[config.mk]
export PLATFORM = sky130hd
export DESIGN_NAME = cau_back
export DESIGN_NICKNAME = d
export VERILOG_FILES = /design/src/design/cau_pkg.sv /design/src/design/cau_back.sv
export SDC_FILE = /design/constraint.sdc
export NUM_CORES = 1
export LEC_CHECK = 0
export BUFFER_PORTS_ARGS = -buffer_cell sky130_fd_sc_hd__buf_2
export CELL_PAD_IN_SITES_DETAIL_PLACEMENT = 1
export CELL_PAD_IN_SITES_GLOBAL_PLACEMENT = 1
export CORE_ASPECT_RATIO = 0.6
export CORE_MARGIN = 2
export CORE_UTILIZATION = 30
export CTS_BUF_LIST = sky130_fd_sc_hd__clkbuf_8
export DETAILED_ROUTE_END_ITERATION = 16
export GPL_TIMING_DRIVEN = 1
export PLACE_DENSITY = 0.86
export SETUP_SLACK_MARGIN = 0.5
export SLEW_MARGIN = 25
export SYNTH_ARGS = -nofsm -noshare
export SYNTH_HDL_FRONTEND = slang
export SYNTH_SLANG_ARGS = --single-unit
[constraint.sdc]
create_clock -name aclk -period 2.75 [get_ports aclk]
set_clock_uncertainty 0.15 [all_clocks]
set_input_delay 0.275 -clock aclk [delete_from_list [all_inputs] [get_ports aclk]]
set_output_delay 0.275 -clock aclk [all_outputs]
set_load 0.05 [all_outputs]
[src/design/cau_pkg.sv]
// ----------------------------------------------------------------------------
// cau_pkg
// Shared command codes and flag bundle for the complex arithmetic unit.
// ----------------------------------------------------------------------------
package cau_pkg;

    typedef enum logic [1:0] {
        CMD_ADD = 2'd0,
        CMD_SUB = 2'd1,
        CMD_MUL = 2'd2,
        CMD_DIV = 2'd3
    } cmd_t;

    typedef struct packed {
        logic is_div;
        logic dz;
        logic neg_r;
        logic neg_i;
        logic qovf_r;
        logic qovf_i;
    } flags_t;

endpackage

[src/design/cau_back.sv]
// ----------------------------------------------------------------------------
// cau_back
// Result selection, saturation and output register.
// ----------------------------------------------------------------------------
module cau_back import cau_pkg::*; #(
    parameter int DATA_WIDTH = 32,
    parameter int FRAC_BITS  = 16
) (
    input  logic                              aclk,
    input  logic                              aresetn,
    input  logic                              in_valid,
    output logic                              in_ready,
    input  flags_t                            in_flags,
    input  logic [3*DATA_WIDTH+FRAC_BITS:0]   in_rem_r,
    input  logic [3*DATA_WIDTH+FRAC_BITS:0]   in_rem_i,
    input  logic [DATA_WIDTH:0]               in_quo_r,
    input  logic [DATA_WIDTH:0]               in_quo_i,
    output logic                              out_valid,
    input  logic                              out_ready,
    output logic [DATA_WIDTH-1:0]             out_real,
    output logic [DATA_WIDTH-1:0]             out_imag,
    output logic                              out_dz,
    output logic                              out_ovf
);
    localparam int W  = DATA_WIDTH;
    localparam int QB = DATA_WIDTH + 1;

    logic          v_reg, dz_reg, ovf_reg;
    logic [W-1:0]  re_reg, im_reg;
    logic [W-1:0]  re_next, im_next;
    logic          ovr, ovi;

    assign in_ready = !v_reg || out_ready;

    function automatic logic [W:0] saturate(input logic [2*W:0] v);
        logic [W-1:0] mx, mn;
        mx = {1'b0, {(W-1){1'b1}}};
        mn = {1'b1, {(W-1){1'b0}}};
        if (v[2*W:W-1] == '0 || v[2*W:W-1] == '1) begin
            saturate = {1'b0, v[W-1:0]};
        end else begin
            saturate = {1'b1, v[2*W] ? mn : mx};
        end
    endfunction

    function automatic logic [W:0] part(input logic [3*W+FRAC_BITS:0] rem,
                                       input logic [QB-1:0] quo,
                                       input logic neg, input logic qovf,
                                       input flags_t f);
        logic [QB:0]  sq;
        logic [2*W:0] v;
        sq = neg ? -{1'b0, quo} : {1'b0, quo};
        v  = {{(2*W-QB){sq[QB]}}, sq};
        if (!f.is_div) begin
            part = saturate(rem[2*W:0]);
        end else if (f.dz) begin
            part = '0;
        end else if (qovf) begin
            part = {1'b1, neg, {(W-1){!neg}}};
        end else begin
            part = saturate(v);
        end
    endfunction

    always_comb begin
        {ovr, re_next} = part(in_rem_r, in_quo_r, in_flags.neg_r, in_flags.qovf_r, in_flags);
        {ovi, im_next} = part(in_rem_i, in_quo_i, in_flags.neg_i, in_flags.qovf_i, in_flags);
    end

    always_ff @(posedge aclk) begin
        if (!aresetn) begin
            v_reg <= 1'b0;
        end else if (in_ready) begin
            v_reg <= in_valid;
        end
    end

    always_ff @(posedge aclk) begin
        if (in_ready) begin
            re_reg  <= re_next;
            im_reg  <= im_next;
            dz_reg  <= in_flags.dz;
            ovf_reg <= ovr || ovi;
        end
    end

    assign out_valid = v_reg;
    assign out_real  = re_reg;
    assign out_imag  = im_reg;
    assign out_dz    = dz_reg;
    assign out_ovf   = ovf_reg;

endmodule
# After elaboration in Yosys (flattened, before gate mapping)
# Index checks and enable logic that the tools add are counted.
# op_classes
muxes,16
eq_ne,4
addsub,2
n_reduce_logical,13
# op_table
operator,count
2-to-1 mux 33 bit,10
"== test 34 bit, second input constant",4
zero test 34 bit,4
2-to-1 mux 32 bit,4
2-to-1 mux 34 bit,2
negation 33 -> 34 bit,2
logical OR 1 bit,6
zero test 1 bit,3
# totals
wordCells,40
output_inout_bits,68
inputBits,302
register_bits,67

# Longest topological paths before layout
# logic_depth
word_depth,9
mapped_depth,9
depth_no_buf,8

# Least setup slack after synthesis
# Ideal clock, no wire load.
# synth_timing
path_type,flip-flop to flip-flop
startpoint,"register v_reg, in the netlist out_valid"
endpoint,"register dz_reg, in the netlist out_dz (enable)"
setup_ps,822
t_arrival_ps,2121
required_time_ps,1778
synth_period_minus_slack_ps,3093
n_path_buf,0
path_stages_with_launch,2
setup_slack_ps,-343
path_cell_list,dfxtp_1 > nand2b_1
# synth_via
elab_chain_cells,2
# synth_rtl
element,line_no,source
"start, declared",cau_back.sv:28,"logic v_reg, dz_reg, ovf_reg;"
"start signal, assigned",cau_back.sv:74,v_reg <= in_valid;
zero test 1 bit,cau_back.sv:33,assign in_ready = !v_reg || out_ready;
logical OR 1 bit,cau_back.sv:33,
named net in_ready,cau_back.sv:12,"output logic in_ready,"
"end signal, assigned",cau_back.sv:82,dz_reg <= in_flags.dz;
"end, declared",cau_back.sv:28,
# The timed path passes the listed nets, and every way through them passes these cells.
# A chain may end at the register's enable or synchronous reset.

# Worst setup path in the final report
# layout_timing
startpoint,input in_quo_i[4]
endpoint,"register im_reg[2], in the netlist out_imag[2] (data pin)"
# layout_via
elab_chain_cells,8
elab_cells_between_ends,10
cone_classes,add/sub: 1; eq/ne: 1; mux: 6; reduce/logical: 2
# layout_rtl
element,line_no,source
"start, declared",cau_back.sv:17,"input logic [DATA_WIDTH:0] in_quo_i,"
negation 33 -> 34 bit (*),cau_back.sv:52,"sq = neg ? -{1'b0, quo} : {1'b0, quo};"
2-to-1 mux 34 bit (*),cau_back.sv:52,
== test 34 bit / zero test 34 bit (equally long branches),cau_back.sv:39,if (v[2*W:W-1] == '0 || v[2*W:W-1] == '1) begin
logical OR 1 bit,cau_back.sv:39,
2-to-1 mux 33 bit (*),cau_back.sv:39,
2-to-1 mux 33 bit (*),cau_back.sv:58,end else if (qovf) begin
2-to-1 mux 33 bit (*),cau_back.sv:56,end else if (f.dz) begin
2-to-1 mux 33 bit (*),cau_back.sv:54,if (!f.is_div) begin
named net im_next[2],cau_back.sv:30,"logic [W-1:0] re_next, im_next;"
"end signal, assigned",cau_back.sv:81,im_reg <= im_next;
"end, declared",cau_back.sv:29,"logic [W-1:0] re_reg, im_reg;"
# Mark *: on every way through the listed nets, which the timed path passes. The rest lies on a longest branch.

==> metrics <==
run status complete, no violations; hold_ws 0.01987 ns; GRT overflow 0; warnings from Yosys 0; first-iteration detailed-routing DRC count 549; Register Area 2002 um^2; placer's final routability congestion estimate 0.8844; Slew Limit Fails 0; Fin Setup TNS 0 ns; post-synthesis xor/xnor area fraction 0.09644; WP data required roughly 2.7 ns; Period Utilization, post-route 0.8201; Max clock buf depth 2; Pwr Density around 440 nW/um^2; Area growth syn-to-layout 47.01%; final core occ 0.4509; critical path class in2reg; core area 17180 um^2; Root Driver clkbuf_8; Overall Global Routing Usage 0.2234; CP Capture Type flip-flop; vias in the first global route just over 6000; post-route cell area 7744 um^2; complex-gate fraction of the synthesized area 0.2466; reg-to-reg critical path startpoint out_valid; proportion of layout cells with a drive suffix above 1 0.4494; drt first pass iters 5; # fillers 2067; post-route ant nets 0; final-report hold violation count 0; largest cells by area after synthesis edfxtp_1 38%, a221o_1 5.7%, xnor2_1 5.5%, o221ai_1 5.2%, xor2_1 4.2%; ant diodes 0; area leader, netlist edfxtp_1; Die Area 18670 um^2; via count 6205; mapped cell area 5268 um^2; Synth top area share 0.3762; CP startpoint in_quo_i[4]; clock sinks 67; Routed wire per std cell about 21 um; overall power between 3 and 4 mW; Distinct cells, synth 59; worst-margin pin slew ~0.7 ns; P_leak between 3 and 4 nW; die width 175.1 um; Post-Synthesis Cells about 570; mux cell area share after synthesis 0.001900; Worst Hold Depth 3; reg2reg path depth 2; CTS tree yes; CP arrival 2.21 ns; syn avg cell area around 9 um^2; # DRC 0; row cnt 37; Placed Cells around 1100; met2 Use GR 0.3504; unrepaired setup endpoints after global routing yes; I/O pin count 370; Layout Cells excl Fill 1104; Post-Route WL 22.89 mm; first-pass GRT wire length 32.53 mm; Post-Place Setup Slack -0.006244 ns; vias per cell 5.620; nets@finish 1169; Skew-Pair Late Insertion Delay 0.36 ns; Simple-Gate Fraction of Synth Area 0.2242; initial antenna violation count 0; initial core utilization 0.3067; Post-Synthesis Net Count 873; ys async rst share 0; post-synthesis sequential area ratio 0.3800; main combinational cell family by area after synthesis compound AO/OA/AOI/OAI gates; multi-input logic area 3268 um^2; CP max FO 7; Rel. slew slack 0.5321; met1 Use GR 0.3106; dominant synthesized flop cell edfxtp_1; Max Freq 443.4 MHz; GR Util met3 0.05355; pin count of the biggest net entering global routing 38; H-Tree Depth 3; clk slew on worst S/H paths 0.08 ns; Seq cells post-synth 67; Worst Hold Launch in_valid; Hold Crit Class in2reg; post-route minimum period 2.255 ns; Die Y 106.6 um; Port Buffers roughly 270; cts bufs inserted 9; HPWL after DPL approximately 17 mm; global route hottest layer met2; Post-DP Area around 7200 um^2; Max Cap Violations 0; final worst setup slack 0.4948 ns; Synth Area in Adders 0.004751; nature of the critical path startpoint primary input; peak supply drop roughly 0.18 mV; Post-synth EDFFs 66; Final Setup Violations 0
cells by family (layout without fill, tap and decap cells):
logic type | Yosys count | in the layout
buffers and inverters | 53 | 354
AOI/OAI and AO/OA | 169 | 169
and+or+nand+nor | 219 | 219
muxes | 1 | 1
adders and majority gates | 2 | 2
xor gates and xnor gates | 58 | 58
DFF | 67 | 67
sequential cells by signal (all words and copies together), names as in the netlist:
signal,cells
out_real,32
out_imag,32
out_dz,1
out_ovf,1
out_valid,1
worst max-delay path, cell delays in order:
cell     delay [ns]
buf_2          0.14
nor4_4         0.28
buf_6          0.17
buf_12         0.11
nand2_4        0.06
o21a_1         0.22
a31oi_4        0.28
buf_12         0.16
buf_8          0.11
nand2_2        0.05
a221o_1        0.35
layout make-up:
type	instances	share of cell area
Clock inverter	7	0.008887
Sequential cell	67	0.2585
Multi-Input combinational cell	449	0.4220
Timing Repair Buffer	326	0.2503
Clock buffer	9	0.01600
Inverter	12	0.006463
Tap cell	234	0.03781
worst paths after layout:
kind	slack, ns	endpoint
max	0.49	out_imag[2]
min	0.02	out_valid
max reg2reg	1.19	out_imag[11]
min reg2reg	0.67	out_real[24]
where the power goes:
part	leakage [nW]	switching, mW	internal, mW
sequential	0.723	0.0277	1.25
combinational	2.45	0.839	0.408
clock	0.101	0.446	0.418
Yosys cell counts, drive strengths merged, types with 2 or more instances:
master  number
nand2       55
nor2b        2
buf         15
clkbuf      26
o21ai       18
o31a         2
a21o         2
o221ai      31
nand4       26
a221o       30
nand3       13
xnor2       33
or3          6
nor2        52
nand2b       6
a31oi        2
inv         12
o41ai       11
o31ai       23
nor4        28
xor2        25
edfxtp      66
or2          2
nand3b       3
ha           2
nor3b        2
and2         2
o211ai       4
a21oi       36
nor3        14
a211oi       2
or4          4
layout by cell type (no fill, tap or decap), types with 19 or more instances in the layout:
master and n:
nand2_1 52, a221o_1 30, xnor2_1 33, xor2_1 25, nor2_1 52, nor4_1 19, edfxtp_1 66, buf_2 269
nand4_1 25, o31ai_1 19, buf_4 36, a21oi_1 36, o221ai_1 29
metal layers:
| metal | share of wire | vias up |
|---|---|---|
| met5 | 0 | - |
| met4 | 0.015 | 0 |
| met3 | 0.088 | 27 |
| met2 | 0.45 | 329 |
| met1 | 0.44 | 2996 |
| li1 | - | 2853 |
repair_timing:
item                                    in CTS  in global routing
gates cloned                                 0                  4
hold endpoints to repair                     2                  0
gates resized for setup                      7                 40
endpoints found under the setup margin      30                 62
hold buffers                                 2                  0
setup buffers                                2                  7
pin swaps                                    3                 19
No activity file was read; power rests on OpenSTA's default activity.
